## src/design/fpa_pkg.sv

```systemverilog
package fpa_pkg;

  localparam int FRAC_BITS = 8;
  localparam int DW = 32;
  localparam int NUM_W = DW + FRAC_BITS;
  localparam int DIV_STEPS = NUM_W;
  localparam int BITS_PER_STAGE = 4;
  localparam int DIV_STAGES = (DIV_STEPS + BITS_PER_STAGE - 1) / BITS_PER_STAGE;

  localparam logic [3:0] FN_ADD      = 4'd0;
  localparam logic [3:0] FN_SUB      = 4'd1;
  localparam logic [3:0] FN_MUL      = 4'd2;
  localparam logic [3:0] FN_DIV      = 4'd3;
  localparam logic [3:0] FN_MIN      = 4'd4;
  localparam logic [3:0] FN_MAX      = 4'd5;
  localparam logic [3:0] FN_INC      = 4'd6;
  localparam logic [3:0] FN_DEC      = 4'd7;
  localparam logic [3:0] FN_FROM_INT = 4'd8;
  localparam logic [3:0] FN_TO_INT   = 4'd9;

  typedef struct packed {
    logic [DW-1:0] simple;
    logic          less;
    logic          equal;
    logic          greater;
    logic [3:0]    func;
    logic          div_zero;
    logic          q_neg;
    logic          p_neg;
  } side_t;

endpackage

```

## src/design/fpa_mul.sv

```systemverilog
// Unsigned product of operand magnitudes, registered as am/bm, prod, then mag for the truncating shift.
module fpa_mul
  import fpa_pkg::*;
(
  input  logic              clk,
  input  logic              adv,
  input  logic [DW-1:0]     a,
  input  logic [DW-1:0]     b,
  output logic [2*DW-1:0]   mag
);

  logic [DW-1:0]     am, bm;
  logic [2*DW-1:0]   prod;

  // The product sign travels in the side channel of the top level.
  always_ff @(posedge clk) begin
    if (adv) begin
      am   <= a[DW-1] ? (~a + 1'b1) : a;
      bm   <= b[DW-1] ? (~b + 1'b1) : b;
      prod <= {{DW{1'b0}}, am} * {{DW{1'b0}}, bm};
      mag  <= prod;
    end
  end

endmodule

```

## config.mk

```make
export PLATFORM = sky130hd
export DESIGN_NAME = fpa_mul
export DESIGN_NICKNAME = d
export VERILOG_FILES = /design/src/design/fpa_pkg.sv /design/src/design/fpa_mul.sv
export SDC_FILE = /design/constraint.sdc
export NUM_CORES = 2
export LEC_CHECK = 0
export ABC_AREA = 1
export ABC_CLOCK_PERIOD_IN_PS = 7500
export BUFFER_PORTS_ARGS = -buffer_cell sky130_fd_sc_hd__clkbuf_2
export CAP_MARGIN = 5
export CORE_MARGIN = 10
export CORE_UTILIZATION = 45
export CTS_BUF_LIST = sky130_fd_sc_hd__clkbuf_8
export DETAILED_ROUTE_END_ITERATION = 10
export HOLD_SLACK_MARGIN = 0.12
export PLACE_DENSITY = 0.72
export SYNTH_ARGS = -nofsm -noshare
export SYNTH_HDL_FRONTEND = slang
export SYNTH_SLANG_ARGS = --single-unit
```

## constraint.sdc

```tcl
create_clock -name clk -period 7.5 [get_ports clk]
set_input_delay 0 -clock clk [delete_from_list [all_inputs] [get_ports clk]]
set_output_delay 0 -clock clk [all_outputs]
set_load 0.03 [all_outputs]
```

-- After elaboration in Yosys (flattened, before gate mapping)
Index checks and enable logic that the tools add are counted.
W data, S select, Z words.
- input bits: 66
- logic and storage cells: 13
- bits in registers: 192
- output and inout bits: 64
- multiply operators: 1
- mux-type cells: 2
- bitwise operators: 2
- add/sub/neg operators: 2
- operator list (operator ; count):
    $add A32 B1 Y32 const B ; 2
    $mul A32 B32 Y64 ; 1
    $not A32 Y32 ; 2
    $mux W31 ; 2

-- Depth between registers and ports, before layout
- word-level depth: 3
- mapped depth: 30
- gate-level depth less buffers: 29

-- Worst setup path after synthesis
Ideal clock, no wire load.
- kind: register to register
- from: register am[25]
- to: register prod[62], data pin
- slack: 1.164 ns
- arrival time: 6.084 ns
- cell stages (with the launch flop): 27
- library setup time: 0.252 ns
- buffers on the path: 1
- cells stage by stage: edfxtp_1 -> clkbuf_1 -> nand2_1 -> fa_1 -> inv_1 -> fa_1 -> inv_1 -> fa_1 -> inv_1 -> fa_1 -> fa_1 -> fa_1 -> fa_1 -> inv_1 -> fa_1 -> inv_1 -> ha_1 -> nand2_1 -> inv_1 -> a21oi_1 -> nand2_1 -> nand2_1 -> nand2_1 -> a21oi_1 -> nand2_1 -> nand2_1 -> nand2_1
- word-level cells in the longest chain between the ends: 1
- RTL lines (what ; RTL line ; source):
    start: declaration ; fpa_mul.sv:12 ; logic [DW-1:0] am, bm;
    start signal: assignment ; fpa_mul.sv:18 ; am <= a[DW-1] ? (~a + 1'b1) : a;
    $mul A32 B32 Y64 ; fpa_mul.sv:20 ; prod <= {{DW{1'b0}}, am} * {{DW{1'b0}}, bm};
    end signal: assignment ; fpa_mul.sv:20 ;
    end: declaration ; fpa_mul.sv:13 ; logic [2*DW-1:0] prod;
Every way passes these cells.
A chain may end at the register's enable or synchronous reset.

-- Worst setup path in the final report
- from: register bm[26]
- to: register prod[55], data pin
- word-level cells in the longest chain between the ends: 1
- RTL lines (what ; RTL line ; source):
    start: declaration ; fpa_mul.sv:12 ;
    start signal: assignment ; fpa_mul.sv:19 ; bm <= b[DW-1] ? (~b + 1'b1) : b;
    $mul A32 B32 Y64 ; fpa_mul.sv:20 ;
Every way passes these cells.

==> out/results.txt <==
Rows: 114
Top_reg_cell synth: edfxtp_1
Register bit total from synthesis: 192
Relative slew slack: 27.5%
Least-Margin Pin Slew: 1.09 ns
RSZ-0062 raised after global routing: false
Area delta synth->final: 10.6%
Outcome: complete, no violations
DR iter-0 viols: 3,189
CP max FO: 12
DR WL/cell: 18.4 um
Worst Reg-to-Reg Cells: 21
Setup TNS: 0 ns
DRT Pass-1 Iters: 6
PortBufs: 129
DR WL met3: 13,000 um
Seq/Total Area, Yosys: 13.2%
Post-Syn Nets: 6,754
Layout fillers: 9,042
CP Cell Sequence: buf_4 > nand2_1 > fa_1 > inv_1 > fa_1 > fa_1 > fa_1 > fa_1 > fa_1 > fa_1 > ha_1 > ha_1 > nand2_1 > nor2_2 > inv_2 > nor2_2 > nand2_1 > nor2_1 > nand2_1 > nand4_1 > nand2_1
Flop-to-flop setup slack: 0.28 ns
Final setup viols: 0
Unique masters post-synth: 38
IO Pins: 130
Crit path kind: reg2reg
Nature of the critical path endpoint: register
Area leader, netlist: fa_1
Worst endpoint required time: 7.84 ns
Pin count of the biggest net entering global routing: 74
Final Wtd Congestion: 0.987
Skew final: 0.0286 ns
# H-tree levels: 4
Share of layout cells above drive strength 1: 6.93%
FF-to-FF Start: bm[26]$_DFFE_PP_
Syn_area_per_cell: 7.91 um^2
Clk Latency, worst-skew pair: 0.57 ns
Die width: 332 um
Reg-to-reg endpoint: prod[55]$_DFFE_PP_
Vias: 34,900
Die area: 110,000 um^2
M1 wire length: 54,400 um
First-pass GRT wire length: 206,000 um
Core Footprint: 96,600 um^2
Vias/cell: 4.96
Drt total wl: 129,000 um
Post-Syn Instances: 5,527
HP Start: b[31]
Max-cap violation count: 0
Initial core utilization: 45.3%
Final Slew Violations: 0
Post-layout minimum cycle time: 7.22 ns
Vias in the first global route: 36,500
Die Span Y: 332 um
Clock root buffer: clkbuf_8
TritonCTS clock tree: yes
Nets: 6,972
YS warnings: 0
Synth top area cells: fa_1 (41%), inv_1 (15%), nand2_1 (14%), edfxtp_1 (13%), ha_1 (7.6%)
Synth Cell Area: 43,700 um^2
Antenna violations before repair: 10
Slowest library cell on the worst path: edfxtp_1
DP HPWL: 107,000 um
Worst Hold End: bm[29]$_DFFE_PP_
Post-synth EDFFs: 192
Final hold vios: 0
FFs w/ async S/R, synth: 0%
Metal2 WL: 58,500 um
Final period utilization: 96.3%
Total Routing Usage GR: 23.7%
Worst Hold Class: in2reg
Clk buf depth: 2
Fmax: 139 MHz
CTS sink count: 192
Worst EP arrival: 7.55 ns
TritonCTS Buffers: 17
Crit path top cell by count: fa_1
Worst-path clk slew: 0.15 ns
Highest metal used: met5
Synth top area share: 41.0%
Slowest stage delay, CP: 0.88 ns
Grt ovf: 0
Post-DRT Antenna Nets: 0
Drt drc: 0
Min-Delay Path Depth: 3
CP startpoint kind: register
## worst max-delay path by stage
stage / end / slack [ns] / cells after the start / from
final: prod[55]$_DFFE_PP_ / 0.28 / 21 / bm[26]$_DFFE_PP_
after global routing: prod[61]$_DFFE_PP_ / 0.04 / 22 / am[19]$_DFFE_PP_
after CTS: prod[61]$_DFFE_PP_ / 0.09 / 25 / bm[11]$_DFFE_PP_
after detailed placement: prod[61]$_DFFE_PP_ / 0.12 / 25 / bm[11]$_DFFE_PP_
after global placement: prod[61]$_DFFE_PP_ / 0.20 / 25 / bm[11]$_DFFE_PP_
after floorplan: prod[62]$_DFFE_PP_ / 1.16 / 26 / am[25]$_DFFE_PP_
## flip-flops by register name, summed over array words and instances (netlist names)
name / flops
prod: 64
bm: 32
am: 32
mag: 64
## repair_timing
item / CTS / global route
hold buffers: 111 / 0
setup endpoints to repair: 0 / 30
setup buffers: 0 / 41
resized for setup: 0 / 1
endpoints found under the hold margin: 122 / 0
## layout make-up
class | instances | area, um^2 | area share, %
Sequential cell | 192 | 5770 | 11.9
Timing Repair Buffer | 399 | 3310 | 6.84
Antenna cell | 6 | 15.0 | 0.0310
Inverter | 1808 | 6790 | 14.0
Clock buffer | 17 | 234 | 0.484
Clock inverter | 15 | 241 | 0.499
Tap cell | 1276 | 1600 | 3.30
Multi-Input combinational cell | 3327 | 30400 | 62.9
## metal layers
layer / GRT usage [%] / vias up
met1: 32.7 / 17400
met5: 0 / -
met2: 37.1 / 1534
li1: - / 15800
met3: 5.79 / 220
met4: 6.42 / 10
## worst max-delay path, delay by kind of cell, from the launching register on
kind,cells,cell delay (ns)
buffers and inverters,3,0.49
adders and majority gates,9,4.38
DFF,1,0.88
and+or+nand+nor,9,1.19
## layout by cell type, fill, tap and decap left out, types with 3 or more instances in the layout
master,n
buf_4,129
o21ai_1,3
edfxtp_1,192
nor2_4,3
nand3_2,6
diode_2,6
inv_16,4
fa_1,896
clkbuf_2,128
nand2_2,18
inv_12,5
nor2_1,140
nand4_1,27
nor3_4,3
a21oi_1,46
nor3_2,7
clkbuf_8,19
dlygate4sd3_1,111
xnor2_1,9
o21ai_0,15
nor4_1,3
o21bai_1,10
nor2_2,26
nand3_1,88
nor3_1,16
inv_1,1797
inv_2,10
xor2_1,72
o211ai_1,3
clkinv_8,3
buf_12,27
ha_1,265
nand2_1,1658
## cells in the mapped netlist (2+ instances only)
| cell | n |
|---|---|
| nor2_4 | 3 |
| clkbuf_1 | 197 |
| buf_1 | 2 |
| o31ai_1 | 2 |
| a21oi_1 | 46 |
| inv_1 | 1797 |
| and2_1 | 2 |
| nor2_1 | 140 |
| nand4_2 | 2 |
| nor2_2 | 26 |
| xor2_1 | 72 |
| nor4_1 | 3 |
| nor3_2 | 7 |
| nand4_1 | 27 |
| o21ai_1 | 3 |
| edfxtp_1 | 192 |
| nand3_2 | 6 |
| nand3_1 | 88 |
| nand2_1 | 1658 |
| nor3_1 | 16 |
| o21ai_0 | 15 |
| xnor2_1 | 9 |
| o211ai_1 | 3 |
| fa_1 | 896 |
| ha_1 | 265 |
| nor3_4 | 3 |
| nand2_2 | 18 |
| inv_2 | 10 |
| o21bai_1 | 10 |
## metrics by stage
step / instance area (um^2) / instances / utilization [%] / setup WS (ns) / hold WS, ns
after floorplan: 43700 / 5527 / - / 1.16 / 0.0989
after global routing: 48400 / 7037 / 50.1 / 0.0384 / 0.210
final: 48400 / 7040 / 50.1 / 0.281 / 0.177
after detailed placement: 46400 / 6850 / 48.0 / 0.122 / 0.259
after global placement: 46400 / 6850 / 48.0 / 0.196 / 0.275
after CTS: 47900 / 6993 / 49.7 / 0.0930 / 0.134
## logic make-up after synthesis
| family | after synthesis | share of synthesized area (%) |
|---|---|---|
| buffers and inverters | 2008 | 17.2 |
| AND/OR/NAND/NOR | 2002 | 18.3 |
| adder cells (fa/ha/maj) | 1161 | 48.6 |
| flip-flops | 192 | 13.2 |
| AO/OA/AOI/OAI | 83 | 1.07 |
| XOR/XNOR | 81 | 1.62 |
Power is not shown: default switching activity piles up to over one toggle a cycle in this logic, so the estimate is an artifact.
