===== config.mk =====
export PLATFORM = sky130hd
export DESIGN_NAME = fpa_div
export DESIGN_NICKNAME = d
export VERILOG_FILES = /design/src/design/fpa_pkg.sv /design/src/design/fpa_div.sv
export SDC_FILE = /design/constraint.sdc
export NUM_CORES = 2
export LEC_CHECK = 0
export BUFFER_PORTS_ARGS = -buffer_cell sky130_fd_sc_hd__clkbuf_2
export CAP_MARGIN = 20
export CORE_ASPECT_RATIO = 0.8
export CORE_MARGIN = 4
export CORE_UTILIZATION = 55
export DETAILED_ROUTE_END_ITERATION = 8
export HOLD_SLACK_MARGIN = 0.02
export PLACE_DENSITY = 0.75
export SYNTH_ARGS = -nofsm -noshare
export SYNTH_HDL_FRONTEND = slang
export SYNTH_SLANG_ARGS = --single-unit

===== constraint.sdc =====
create_clock -name clk -period 13.2 [get_ports clk]
set_input_delay 0 -clock clk [delete_from_list [all_inputs] [get_ports clk]]
set_output_delay 0 -clock clk [all_outputs]
set_load 0.05 [all_outputs]

===== src/design/fpa_pkg.sv =====
package fpa_pkg;

  localparam int FRAC_BITS = 8;
  localparam int DW = 32;
  localparam int NUM_W = DW + FRAC_BITS;
  localparam int DIV_STEPS = NUM_W;
  localparam int BITS_PER_STAGE = 4;
  localparam int DIV_STAGES = (DIV_STEPS + BITS_PER_STAGE - 1) / BITS_PER_STAGE;

  localparam logic [3:0] FN_ADD      = 4'd0;
  localparam logic [3:0] FN_SUB      = 4'd1;
  localparam logic [3:0] FN_MUL      = 4'd2;
  localparam logic [3:0] FN_DIV      = 4'd3;
  localparam logic [3:0] FN_MIN      = 4'd4;
  localparam logic [3:0] FN_MAX      = 4'd5;
  localparam logic [3:0] FN_INC      = 4'd6;
  localparam logic [3:0] FN_DEC      = 4'd7;
  localparam logic [3:0] FN_FROM_INT = 4'd8;
  localparam logic [3:0] FN_TO_INT   = 4'd9;

  typedef struct packed {
    logic [DW-1:0] simple;
    logic          less;
    logic          equal;
    logic          greater;
    logic [3:0]    func;
    logic          div_zero;
    logic          q_neg;
    logic          p_neg;
  } side_t;

endpackage


===== src/design/fpa_div.sv =====
// Unsigned restoring divider, BITS_PER_STAGE quotient bits per pipeline stage.
module fpa_div
  import fpa_pkg::*;
(
  input  logic             clk,
  input  logic             adv,
  input  logic [NUM_W-1:0] num,
  input  logic [DW-1:0]    den,
  output logic [NUM_W-1:0] quo
);

  logic [NUM_W-1:0] q_r [DIV_STAGES+1];
  logic [DW:0]      r_r [DIV_STAGES+1];
  logic [DW-1:0]    d_r [DIV_STAGES+1];

  always_comb begin
    q_r[0] = num;
    r_r[0] = '0;
    d_r[0] = den;
  end

  for (genvar s = 0; s < DIV_STAGES; s++) begin : g_stage
    logic [NUM_W-1:0] q_c;
    logic [DW:0]      r_c;
    logic [NUM_W-1:0] q_o;
    logic [DW:0]      r_o;
    logic [DW-1:0]    d_o;

    always_comb begin
      q_c = q_r[s];
      r_c = r_r[s];
      for (int k = 0; k < BITS_PER_STAGE; k++) begin
        if (s * BITS_PER_STAGE + k < DIV_STEPS) begin
          r_c = {r_c[DW-1:0], q_c[NUM_W-1]};
          q_c = {q_c[NUM_W-2:0], 1'b0};
          if (r_c >= {1'b0, d_r[s]}) begin
            r_c = r_c - {1'b0, d_r[s]};
            q_c[0] = 1'b1;
          end
        end
      end
    end

    always_ff @(posedge clk) begin
      if (adv) begin
        q_o <= q_c;
        r_o <= r_c;
        d_o <= d_r[s];
      end
    end

    always_comb begin
      q_r[s+1] = q_o;
      r_r[s+1] = r_o;
      d_r[s+1] = d_o;
    end
  end

  assign quo = q_r[DIV_STAGES];

endmodule


### Word level (Yosys, flattened, before mapping)

Cells that the tools add are included.

* $add $sub $neg: 39
* $mul: 0
* div/mod/pow operators: 0
* order comparisons: 40
* equal/unequal tests: 0
* shift-type cells: 0
* muxes and demuxes: 79
* bitwise gates (word level): 0
* reduce and logical (&&, ||, !) cells: 0

Operators by type and width (number)
* 33-bit by 32-bit greater-or-equal comparator with 1-bit output: 39
* 32-bit two-way mux: 39
* 32-bit subtractor: 38
* 1-bit two-way mux: 40
* 1-bit by 32-bit greater-or-equal comparator with 1-bit output: 1
* 1-bit by 32-bit subtractor with 32-bit output: 1

* register bits after elaboration: 976
* latch bits: 0
* RAM bits: 0
* memory bits (read-only): 0
* bits of input ports: 74
* output and inout bits: 40
* logic and storage cells: 186
* memories: 0

### Longest topological paths before layout

* depth in word-level cells: 8
* depth in mapped cells: 65
* gate-level depth less buffers: 58

### Least setup slack after synthesis

Ideal clock, no wire load.

* path type: register to register
* start point: reg g_stage[7].d_o[1]
* end point: reg g_stage[8].r_o[29], data pin
* library setup time: 0.261 ns
* data arrival time: 12.796 ns
* data required time: 12.939 ns
* slack: 0.143 ns
* cell stages (with the launch flop): 62
* buffers on the path: 6
* period minus slack after synthesis: 13.057 ns
* cell sequence: edfxtp_1 > inv_1 > ha_1 > nor2b_1 > o21ai_0 > a21oi_1 > o2111ai_1 > a211oi_1 > o211ai_2 > o2111ai_1 > and2_1 > buf_2 > buf_1 > mux2_2 > inv_1 > ha_1 > nor2b_1 > o21ai_1 > (+26 left out) > mux2i_1 > ha_1 > nor2b_1 > o21ai_1 > a21oi_1 > o41ai_1 > o21ai_1 > a221oi_1 > o21ai_0 > nor4_1 > nor2_1 > a221o_1 > a211o_1 > nor3_1 > or2_1 > buf_4 > inv_2 > a221o_1

* longest elaborated chain between the ends: 8
* elaborated cells on any way between the ends: 12
* classes of those cells: add/sub (4); order compare (4); mux (4)

Ends and longest elaborated chain
* from (decl): RTL line fpa_div.sv:27 `logic [DW-1:0] d_o;`
* from (signal assigned): RTL line fpa_div.sv:48 `d_o <= d_r[s];`
* 32-bit subtractor or 33-bit by 32-bit greater-or-equal comparator with 1-bit output (tied branches): RTL line fpa_div.sv:37, fpa_div.sv:36
* 32-bit two-way mux: RTL line fpa_div.sv:36 `if (r_c >= {1'b0, d_r[s]}) begin`
* 32-bit subtractor or 33-bit by 32-bit greater-or-equal comparator with 1-bit output (tied branches): RTL line fpa_div.sv:37, fpa_div.sv:36
* 32-bit two-way mux: RTL line fpa_div.sv:36
* 32-bit subtractor or 33-bit by 32-bit greater-or-equal comparator with 1-bit output (tied branches): RTL line fpa_div.sv:37, fpa_div.sv:36
* 32-bit two-way mux: RTL line fpa_div.sv:36
* 32-bit subtractor or 33-bit by 32-bit greater-or-equal comparator with 1-bit output (tied branches): RTL line fpa_div.sv:37, fpa_div.sv:36
* 32-bit two-way mux (*): RTL line fpa_div.sv:36
* net g_stage[8].r_c[29]: RTL line fpa_div.sv:24 `logic [DW:0] r_c;`
* to (signal assigned): RTL line fpa_div.sv:47 `r_o <= r_c;`
* to (decl): RTL line fpa_div.sv:26 `logic [DW:0] r_o;`

Mark *: on every way through the listed nets, which the timed path passes. The rest lies on a longest branch.
A chain may end at the register's enable or synchronous reset.

### Final worst setup path

* start point: reg g_stage[2].d_o[2]
* end point: reg g_stage[3].r_o[0], data pin

* longest elaborated chain between the ends: 8
* elaborated cells on any way between the ends: 11
* classes of those cells: add/sub (3); order compare (4); mux (4)

Ends and longest elaborated chain (RTL line)
* from (decl): fpa_div.sv:27
* from (signal assigned): fpa_div.sv:48
* 32-bit subtractor or 33-bit by 32-bit greater-or-equal comparator with 1-bit output (tied branches): fpa_div.sv:37, fpa_div.sv:36
* 32-bit two-way mux: fpa_div.sv:36
* 32-bit subtractor or 33-bit by 32-bit greater-or-equal comparator with 1-bit output (tied branches): fpa_div.sv:37, fpa_div.sv:36
* 32-bit two-way mux: fpa_div.sv:36
* 32-bit subtractor or 33-bit by 32-bit greater-or-equal comparator with 1-bit output (tied branches): fpa_div.sv:37, fpa_div.sv:36
* 32-bit two-way mux: fpa_div.sv:36
* 33-bit by 32-bit greater-or-equal comparator with 1-bit output (*): fpa_div.sv:36
* 32-bit two-way mux (*): fpa_div.sv:36
* net g_stage[3].r_c[0]: fpa_div.sv:24
* to (signal assigned): fpa_div.sv:47
* to (decl): fpa_div.sv:26

Marks and branches as above.

==> results.yml <==
status:
  status: "finished, final reports clean"
global_route:
  grt_pass1_wl_mm: 526.3
  grt_pass1_vias: 88930
  track_usage: 0.3457
  gr-total-overflow: 0
  grt_max_degree: 178
  antenna_found_initial: 12
floorplan:
  fp.dieH_um: 394.2
  rows: 141
  coreArea_um2: 185100
  die-area_um2: 193500
  die_w_um: 490.8
  pin_count: 114
  start_util: 0.5541
timing:
  relSlewSlack: 0.1363
  skew_ns: 0.03181
  finalHoldViolCount: 0
  fmaxAchievable_mhz: 78.10
  setup_viol: 0
  tightest_slew_ns: 1.296
  drv_slew: 0
  post-route-period-util: 0.9700
  fin_crit_ns: 12.80
routing:
  drtIter0Drc: 9956
  drt-total-wl_mm: 352.5
  vias: 94740
  dr.pass1.iters: 6
  vias_per_cell: 6.266
  route.detailed.wl_per_inst_um: 23.31
  postRouteAntennaNets: 0
  drc: 0
logic_synthesis:
  synth-seq-cells: 976
  syn_nets: 12860
  synthDistinctLibCells: 98
  avgSynthCellArea_um2: 8.918
  ys_seq_area_frac: 0.2858
  yosysWarnings: 0
  synthFlopType: "edfxtp_1"
  synth_cells: 11500
  syn_area_um2: 102500
  synth-edff-count: 976
  synth_async_sr_flop_share: 0
cells_and_area:
  layout.filler_cells: 15430
  fin_cells: 15120
  areaGrowthSynthToFinish_pct: 16.04
  drive_gt1_frac: 0.1640
  num-nets-final: 13960
worst_setup_path:
  crit_path_top_delay_cell: "or4b_2"
  required_ns: 13.73
  critPathMaxFanout: 24
  cp-start-kind: "flop"
  cp.arrival_ns: 13.33
  crit_type: "flop to flop"
  end_kind: "flop"
  crit_top_cell: "a21oi_1"
  slowest_delay_ns: 0.63
place:
  gp_congestion: 1.010
  io_buffers: 113
  dp.cells: 14730
  hpwl_mm: 286.2
clock_tree:
  cts.sinks: 976
  worst_skew_pair.late_latency_ns: 0.78
  cts_root_buffer: "clkbuf_16"
  clkTransAtPathRegs_ns: 0.07
  cts_tree: "built"
  htree_levels: 3
  cts_max_path_buffers: 3
  numCtsBuffers: 108
min_path:
  hold_path.class: "input port to flop"
flow_run:
  cap_violations: 0
==> cell families (layout without fill, tap and decap cells) <==
kind of cell,count (synthesis),after routing,synth area share
buf+inv,1029,2213,0.03820
compound gates,3686,3687,0.2277
flops,976,976,0.2858
other cells,0,5,0
xor+xnor,1009,1009,0.08618
mux,607,607,0.06546
simple gates,2904,2905,0.1368
fa+ha+maj,1288,1288,0.1599
==> final timing paths <==
kind         cells after the start  slack (ns)            endpoint               start
max                             57        0.40   g_stage[3].r_o[0]   g_stage[2].d_o[2]
min reg2reg                      0        0.41  g_stage[3].q_o[37]  g_stage[2].q_o[33]
min                              2        0.07  g_stage[0].d_o[24]             den[24]
max reg2reg                     57        0.40   g_stage[3].r_o[0]   g_stage[2].d_o[2]
==> critical path: cells and delay by family, from the launching register on <==
kind	cells	cell delay, ns
compound gates	30	6.18
simple gates	14	2.35
fa+ha+maj	4	1.43
flops	1	0.43
mux	2	0.84
buf+inv	7	1.29
==> state kept, by name, indices dropped and copies added, names as in the netlist <==
signal / flops
g_stage.d_o: 288
g_stage.q_o: 360
g_stage.r_o: 288
quo: 40
==> routing by layer <==
layer	wire, um	up-vias	global-route usage
met3	29230	718	0.05351
met5	0	-	0
met2	152100	4036	0.5322
li1	-	45080	-
met4	17240	0	0.1493
met1	153900	44910	0.4820
==> final cells by class <==
cell class | count | area, um^2 | area share
diodes | 5 | 12.51 | 0.0001052
multi-input cells | 9496 | 70230 | 0.5902
flip-flops and latches | 976 | 29310 | 0.2463
repair buffers | 1229 | 9706 | 0.08157
clock inverters | 85 | 940.9 | 0.007907
inverters | 781 | 2968 | 0.02494
repair inverters | 1 | 7.507 | 0.00006309
well taps | 2431 | 3042 | 0.02556
clock buffers | 117 | 2779 | 0.02335
==> metrics by stage <==
| stage | utilization | hold slack, ns | setup slack, ns | area, um^2 | TNS (ns) |
|---|---|---|---|---|---|
| after CTS | 0.6358 | 0.02193 | 0.01903 | 117700 | 0 |
| after global placement | 0.6087 | 0.1772 | -0.5160 | 112600 | -0.6578 |
| after detailed placement | 0.6087 | 0.1787 | -0.4538 | 112600 | -7.499 |
| after floorplan | - | 0.09887 | 0.1433 | 102500 | 0 |
| final | 0.6430 | 0.06871 | 0.3966 | 119000 | 0 |
| after global routing | 0.6429 | 0.03858 | -0.1054 | 119000 | -1.815 |
==> layout by cell type (no fill, tap or decap), types with 33 or more instances in the layout <==
master,Yosys,final
or2_2,58,57
nand2_1,813,813
a21o_1,587,587
a22oi_1,60,58
o21ai_0,813,767
o221ai_1,36,33
ha_1,1250,1236
nand3_1,224,223
mux2_2,505,505
buf_4,1,956
o31ai_1,66,59
fa_1,38,38
o21ai_1,11,48
and2_1,65,63
edfxtp_1,976,976
xor2_1,315,315
or3_1,52,52
nor4_1,65,62
xnor2_1,694,694
clkbuf_2,2,112
nor2b_1,180,179
and4_1,37,37
dlygate4sd3_1,0,117
inv_1,772,754
and3_1,101,100
a211oi_1,84,71
a211o_1,40,39
a21oi_1,1124,1095
mux2i_1,101,97
nand4_1,180,180
clkbuf_16,0,113
nor2_1,733,731
nor3_1,168,161
o21a_1,169,168
a21boi_0,76,67
nand2b_1,159,158
a31oi_1,82,73
o21bai_1,151,150
o211ai_1,45,45
==> synth_stat cells, types with 18 or more instances <==
master | n | area, um^2
nor2_1 | 733 | 2751
a31o_2 | 30 | 262.8
o21ai_0 | 813 | 4069
buf_1 | 27 | 101.4
inv_1 | 772 | 2898
and2_1 | 65 | 406.6
a21boi_0 | 76 | 570.6
a21o_1 | 587 | 4407
nor3b_1 | 18 | 135.1
xnor2_1 | 694 | 6078
nor4_1 | 65 | 406.6
and4_1 | 37 | 324.1
a21oi_1 | 1124 | 5625
buf_2 | 39 | 195.2
nand4_1 | 180 | 1126
and3_1 | 101 | 631.9
mux2i_1 | 101 | 1011
nor2b_1 | 180 | 1126
o31ai_1 | 66 | 495.5
o22ai_1 | 25 | 156.4
mux2_2 | 505 | 5687
nor3_1 | 168 | 840.8
a211oi_1 | 84 | 630.6
a211o_1 | 40 | 350.3
a221o_1 | 28 | 280.3
nand3_1 | 224 | 1121
o221ai_1 | 36 | 315.3
a22oi_1 | 60 | 450.4
nand2b_1 | 159 | 994.7
a31oi_1 | 82 | 513.0
xor2_1 | 315 | 2759
or2_2 | 58 | 362.9
o21bai_1 | 151 | 1134
or3_1 | 52 | 325.3
edfxtp_1 | 976 | 29310
o211ai_1 | 45 | 337.8
o21a_1 | 169 | 1269
fa_1 | 38 | 760.7
o31a_1 | 25 | 219.0
clkbuf_1 | 179 | 671.9
nand2_1 | 813 | 3052
a41oi_1 | 21 | 183.9
ha_1 | 1250 | 15640
a221oi_1 | 32 | 280.3
==> repair_timing <==
item,in CTS,in global routing
gates resized for setup,24,219
hold endpoints to repair,164,0
cloned,0,7
setup buffers,6,55
setup endpoints to repair,145,265
hold buffers,117,0
pin swaps,2,41
Power is left out: the tool's default activity adds up to more than one toggle a clock period on the data nets, which glitch-free logic cannot reach.
